`src/rtl/core/pale_pkg.sv`:
```
// ----------------------------------------------------------------------------
// pale_pkg
// Shared types and codes for the packed array list engine.
// ----------------------------------------------------------------------------
package pale_pkg;

   localparam int unsigned CAPACITY_DEFAULT = 256;

   localparam int unsigned OP_W    = 3;
   localparam int unsigned VALUE_W = 32;
   localparam int unsigned INDEX_W = 8;
   localparam int unsigned STAT_W  = 2;
   localparam int unsigned POS_W   = 8;
   localparam int unsigned TOTAL_W = 9;

   // request codes
   localparam logic [OP_W-1:0] OP_INSERT = 3'd0;
   localparam logic [OP_W-1:0] OP_DELETE = 3'd1;
   localparam logic [OP_W-1:0] OP_GET    = 3'd2;
   localparam logic [OP_W-1:0] OP_FIND   = 3'd3;
   localparam logic [OP_W-1:0] OP_CLEAR  = 3'd4;

   // status codes
   localparam logic [STAT_W-1:0] ST_OK      = 2'd0;
   localparam logic [STAT_W-1:0] ST_RANGE   = 2'd1;
   localparam logic [STAT_W-1:0] ST_FULL    = 2'd2;
   localparam logic [STAT_W-1:0] ST_MISSING = 2'd3;

   // get on a bad index answers all ones
   localparam logic signed [VALUE_W-1:0] VALUE_NONE = '1;

   // controller -> datapath
   typedef struct packed {
      logic start;
      logic shift_step;
      logic scan_step;
      logic get_take;
      logic load_out;
   } pale_cmd_type;

   // datapath -> controller
   typedef struct packed {
      logic range_err;
      logic shift_done;
      logic scan_done;
   } pale_stat_type;

endpackage

```
`src/rtl/core/pale_controller.sv`:
```
// ----------------------------------------------------------------------------
// pale_controller
// Request sequencer: dispatch, shift and scan walks, result hand-off.
// ----------------------------------------------------------------------------
module pale_controller
   import pale_pkg::*;
(
   input  logic            clock,
   input  logic            reset,
   input  logic            req_valid,
   output logic            req_stall,
   input  logic [OP_W-1:0] req_type,
   output logic            rsp_valid,
   input  logic            rsp_stall,
   output pale_cmd_type    cmd,
   input  pale_stat_type   stat
);

   localparam logic [2:0] S_IDLE  = 3'd0;
   localparam logic [2:0] S_READ  = 3'd1;
   localparam logic [2:0] S_SHIFT = 3'd2;
   localparam logic [2:0] S_SCAN  = 3'd3;
   localparam logic [2:0] S_FIN   = 3'd4;

   logic [2:0] state_ff, state_in;
   logic       out_valid_ff, out_valid_in;
   logic       accept;

   assign req_stall = (state_ff != S_IDLE);
   assign accept    = req_valid && !req_stall;
   assign rsp_valid = out_valid_ff;

   always_comb begin
      state_in     = state_ff;
      out_valid_in = out_valid_ff && rsp_stall;
      cmd          = '0;
      unique case (state_ff)
         S_IDLE: begin
            if (accept) begin
               cmd.start = 1'b1;
               case (req_type)
                  OP_DELETE: state_in = stat.range_err ? S_FIN : S_SHIFT;
                  OP_GET:    state_in = stat.range_err ? S_FIN : S_READ;
                  OP_FIND:   state_in = S_SCAN;
                  default:   state_in = S_FIN;
               endcase
            end
         end
         S_READ: begin
            cmd.get_take = 1'b1;
            state_in     = S_FIN;
         end
         S_SHIFT: begin
            cmd.shift_step = 1'b1;
            if (stat.shift_done) begin
               state_in = S_FIN;
            end
         end
         S_SCAN: begin
            cmd.scan_step = 1'b1;
            if (stat.scan_done) begin
               state_in = S_FIN;
            end
         end
         S_FIN: begin
            if (!out_valid_ff || !rsp_stall) begin
               cmd.load_out = 1'b1;
               out_valid_in = 1'b1;
               state_in     = S_IDLE;
            end
         end
         default: begin
            state_in = S_IDLE;
         end
      endcase
   end

   always_ff @(posedge clock) begin
      if (reset) begin
         state_ff     <= S_IDLE;
         out_valid_ff <= 1'b0;
      end else begin
         state_ff     <= state_in;
         out_valid_ff <= out_valid_in;
      end
   end

endmodule

```
`config.mk`:
```
export PLATFORM = sky130hd
export DESIGN_NAME = pale_controller
export DESIGN_NICKNAME = d
export VERILOG_FILES = /design/src/rtl/core/pale_pkg.sv /design/src/rtl/core/pale_controller.sv
export SDC_FILE = /design/constraint.sdc
export NUM_CORES = 1
export LEC_CHECK = 0
export CAP_MARGIN = 25
export CORE_AREA = 2 2 39 41
export DETAILED_ROUTE_END_ITERATION = 16
export DIE_AREA = 0 0 41 43
export DONT_BUFFER_PORTS = 1
export GPL_TIMING_DRIVEN = 1
export HOLD_SLACK_MARGIN = 0.15
export SYNTH_ARGS = -nofsm -noshare
export SYNTH_HDL_FRONTEND = slang
export SYNTH_SLANG_ARGS = --single-unit
```
`constraint.sdc`:
```
create_clock -name clock -period 3.2 [get_ports clock]
set_input_delay 0 -clock clock [delete_from_list [all_inputs] [get_ports clock]]
set_output_delay 0 -clock clock [all_outputs]
set_load 0.01 [all_outputs]
```
# After elaboration in Yosys (flattened, before gate mapping)

Index checks and enable logic that the tools add are counted.

$add $sub $neg: 0
Multiply operators: 0
Divide/modulo/power cells: 0
$lt $le $gt $ge: 0
Eq/ne operators: 11
Shift operators: 0
Mux-type cells: 17
Bitwise gates (word level): 0
Reduce and logical (&&, ||, !) cells: 9

Operators with widths:

| operator             | number |
|---|---|
| $mux W3              | 6 |
| $pmux W3 S5          | 1 |
| $eq A3 B2 Y1 const B | 4 |
| $mux W1              | 9 |
| $pmux W3 S3          | 1 |
| $ne A2 B2 Y1 const B | 4 |
| $eq A3 B1 Y1 const B | 2 |
| $reduce_and A4 Y1    | 1 |
| $eq A3 B3 Y1 const B | 1 |
| $logic_not A1 Y1     | 3 |
| $logic_not A3 Y1     | 1 |
| $reduce_bool A3 Y1   | 1 |
| $logic_and A1 B1 Y1  | 2 |
| $logic_or A1 B1 Y1   | 1 |

Register bits after elaboration: 4
Latch bits: 0
Memory bits (writable): 0
Memory bits (read-only): 0
Input bits: 10
Output and inout port bits: 7
Logic and storage cells: 39
Memories: 0

# Longest topological paths before layout

Depth after elaboration: 5
Gate-level depth with buffers: 5
Gate-level depth less buffers: 4

# Worst setup path after synthesis

No wires, ideal clock.

Path kind: flip-flop to flip-flop
Start: register state_ff[0]
End: register state_ff[1]
Library setup time: 0.066 ns
Arrival time: 1.091 ns
Required time: 3.134 ns
Slack: 2.043 ns
Stages on the path, launching flop included: 6
Path buffers: 1
Clock period less this slack: 1.157 ns
Path through: dfxtp_1 -> buf_6 -> nor3_2 -> nand2_1 -> or3_1 -> a21oi_2

Word-level cells in the longest chain between the ends: 5
Elaborated cells on any way between the ends: 14
Classes of those cells: 8 x eq/ne; 1 x mux; 5 x reduce/logical

RTL lines:

| element                            | line                  | source |
|---|---|---|
| start: declaration                 | pale_controller.sv:25 | `logic [2:0] state_ff, state_in;` |
| start signal: assignment           | pale_controller.sv:83 | `state_ff <= state_in;` |
| $reduce_bool A3 Y1                 | pale_controller.sv:29 | `assign req_stall = (state_ff != S_IDLE);` |
| $logic_not A1 Y1                   | pale_controller.sv:30 | `assign accept = req_valid && !req_stall;` |
| $logic_and A1 B1 Y1                | pale_controller.sv:30 |  |
| $ne A2 B2 Y1 (no source line)      | n/a                   |  |
| $reduce_and A4 Y1 (no source line) | n/a                   |  |

Several ways; a longest one is shown, not always the timed one.
A chain may end at the register's enable or synchronous reset.

# Worst setup path after layout

Start: register state_ff[0]
End: register state_ff[2]

Same word-level chain as after synthesis.

==> reports/qor.yml <==
pwr:
  total_power_uw: 141
  p_comb_share_pct: 18.3
  clockPowerShare_pct: 41.8
  power.switching_uw: 33.4
  power_density_nw_per_um2: 384
  irDropWorstVdd_mv: 0.133
  intPower_uw: 108
  swShare_pct: 23.6
  seq_power_share_pct: 39.9
  power_leakage_nw: 0.158
grt:
  grt_pass1_wl_um: 876
  grt_pass1_vias: 227
  grt_start_max_net_pins: 9
  gr-total-overflow: 0
  grt_use_total_pct: 7.33
  antenna_found_initial: 0
timing:
  relSlewSlack_pct: 73.1
  slew_viol_final: 0
  setup-violations-final: 0
  hold_viol: 0
  tightest_slew_ps: 402
  maxClockFrequency_mhz: 486
  rsz0062_at_grt: "no"
  min_period_ps: 2060
  skew_ps: 4.19
  finalSetupTns_ps: 0
  post-route-period-util_pct: 64.3
logic_synthesis:
  synth-async-reset-ratio_pct: 0
  synth_fp_nets: 43
  yosysMostFrequentCell: "nand2_1"
  netlist_area_um2: 256
  netlist_top_cells_area: "dfxtp_1, nand2_1, inv_1"
  synth_flop_cell: "dfxtp_1"
  synth_edf_count: 0
  syn_inst: 33
  avgSynthCellArea_um2: 7.77
  synth_warnings: 0
  synth_area_leader_cell: "dfxtp_1"
  ys_seq_elements: 4
  synth_top_area_share_pct: 31.2
  synth_cell_type_count: 18
  synth_commonest_cells: "nand2_1, dfxtp_1, inv_1"
  ys_seq_area_share_pct: 31.2
die:
  io-pin-count: 17
  row_count: 14
  die_h_um: 43
  core_um2: 1380
  start_util_pct: 18.5
  die_w_um: 41
  die-area_um2: 1760
critical_path:
  path_cells: "a2111oi_0, dlygate4sd3_1, o32ai_1, dlygate4sd3_1"
  cp.required_ps: 3310
  crit_path_end_kind: "flip-flop"
  path_max_fanout: 8
  critPathMostFrequentCell: "dlygate4sd3_1"
  critical_path_class: "reg2reg"
  worstPathArrival_ps: 2170
  slowest_stage: "dlygate4sd3_1"
  critPathLaunchType: "flip-flop"
  slowest_delay_ps: 620
route:
  routed_via_density: 4.49
  ant_nets: 0
  wl_per_cell_um: 10.6
  drc: 0
  via_count: 265
  wl_um: 628
  drt_pass1_iterations: 3
  drt_iter0_drc: 4
cells_and_area:
  syn2layout_area_growth_pct: 43.4
  layout-drive-gt1-share_pct: 16.3
  nNetsFinal: 55
  utilization_pct: 26.6
  insertedDiodeCount: 0
  stdcell_count: 59
  final_area_um2: 368
clock_tree:
  worstSkewPairLatency_ps: 230
  post-cts-setup-buffers: 0
  cts_root_buf: "clkbuf_4"
  tritoncts: "done"
  clkTransAtPathRegs_ps: 40
  cts_hold_buf: 8
  cts_buffers: 3
  clockBufferDepth: 2
  clkSinkCount: 4
  htreeDepth: 1
  cts_resized: 0
flow_run:
  maxCapViolations: 0
place:
  placed_area_um2: 265
  port_buffers: 0
  post-place-cells: 48
  place.gp.congestion: 0.665
  dpl.hpwl_um: 471
hold_path:
  hold_path.class: "in2out"
run_status:
  status: "finished clean"
==> layer usage <==
layer | GRT usage (%) | part of all wire, % | vias to the layer above
li1 | - | - | 140
met1 | 10.3 | 44 | 114
met2 | 9.69 | 48 | 11
met3 | 2.09 | 7.0 | 0
met4 | 4.00 | 0 | 0
met5 | 0 | 0 | -
==> flip-flops by register name, summed over array words and instances (netlist names) <==
name	count
state_ff	3
rsp_valid	1
==> cell families (layout without fill, tap and decap cells) <==
| family | Yosys count | count (layout) | share of synthesized area, % |
|---|---|---|---|
| buf+inv | 5 | 15 | 10.2 |
| simple gates | 14 | 14 | 28.8 |
| compound gates | 9 | 9 | 25.9 |
| mux | 1 | 1 | 3.90 |
| flops | 4 | 4 | 31.2 |
==> final timing paths <==
kind               startpoint     endpoint  slack, ps  cells past startpoint
setup / recovery  state_ff[0]  state_ff[2]       1140                      4
hold reg to reg     rsp_valid    rsp_valid        550                      2
hold / removal      req_valid       cmd[4]        180                      2
setup reg to reg  state_ff[0]  state_ff[2]       1140                      4
==> power by group through the flow <==
stage | Combinational (mW) | Clock (mW) | Sequential, mW
floorplan | 0.0157 | 0 | 0.0561
global placement | 0.0168 | 0 | 0.0570
detailed placement | 0.0170 | 0 | 0.0571
CTS | 0.0259 | 0.0613 | 0.0564
global route | 0.0285 | 0.0647 | 0.0568
finish | 0.0259 | 0.0591 | 0.0564
==> critical path, delay by kind of cell (launching register included) <==
kind,cells,cell delay (ps)
DFF,1,370
buffers and inverters,2,1180
AOI/OAI and AO/OA,2,400
==> area by class of cell <==
type	instances	area, um^2
multi-input combinational	24	150
tap	16	20.0
timing repair buffer	8	80.1
sequential	4	80.1
inverter	4	15.0
clock buffer	3	22.5
fill	149	1020
==> per-stage QoR <==
stage	hold slack [ps]	worst slack [ps]
floorplan	62.4	2040
global placement	64.9	1970
detailed placement	64.8	1970
CTS	175	1130
global route	183	984
finish	181	1140
==> cell usage in the layout (no fill, tap or decap) <==
| master | Yosys | routed |
|---|---|---|
| dlygate4sd3_1 | 0 | 8 |
| and2b_1 | 1 | 1 |
| or3_1 | 1 | 1 |
| inv_1 | 4 | 4 |
| nor3_2 | 1 | 1 |
| dfxtp_1 | 4 | 4 |
| a21oi_2 | 1 | 1 |
| nor3b_1 | 1 | 1 |
| mux2i_1 | 1 | 1 |
| o32a_2 | 1 | 1 |
| clkbuf_4 | 0 | 3 |
| nand2_1 | 6 | 6 |
| o311ai_0 | 1 | 1 |
| a2111oi_0 | 1 | 1 |
| and2b_2 | 1 | 1 |
| nor2_1 | 3 | 3 |
| o21ai_0 | 2 | 2 |
| o32ai_1 | 1 | 1 |
| a21oi_1 | 2 | 2 |
Power figures use the tool's default switching activity.
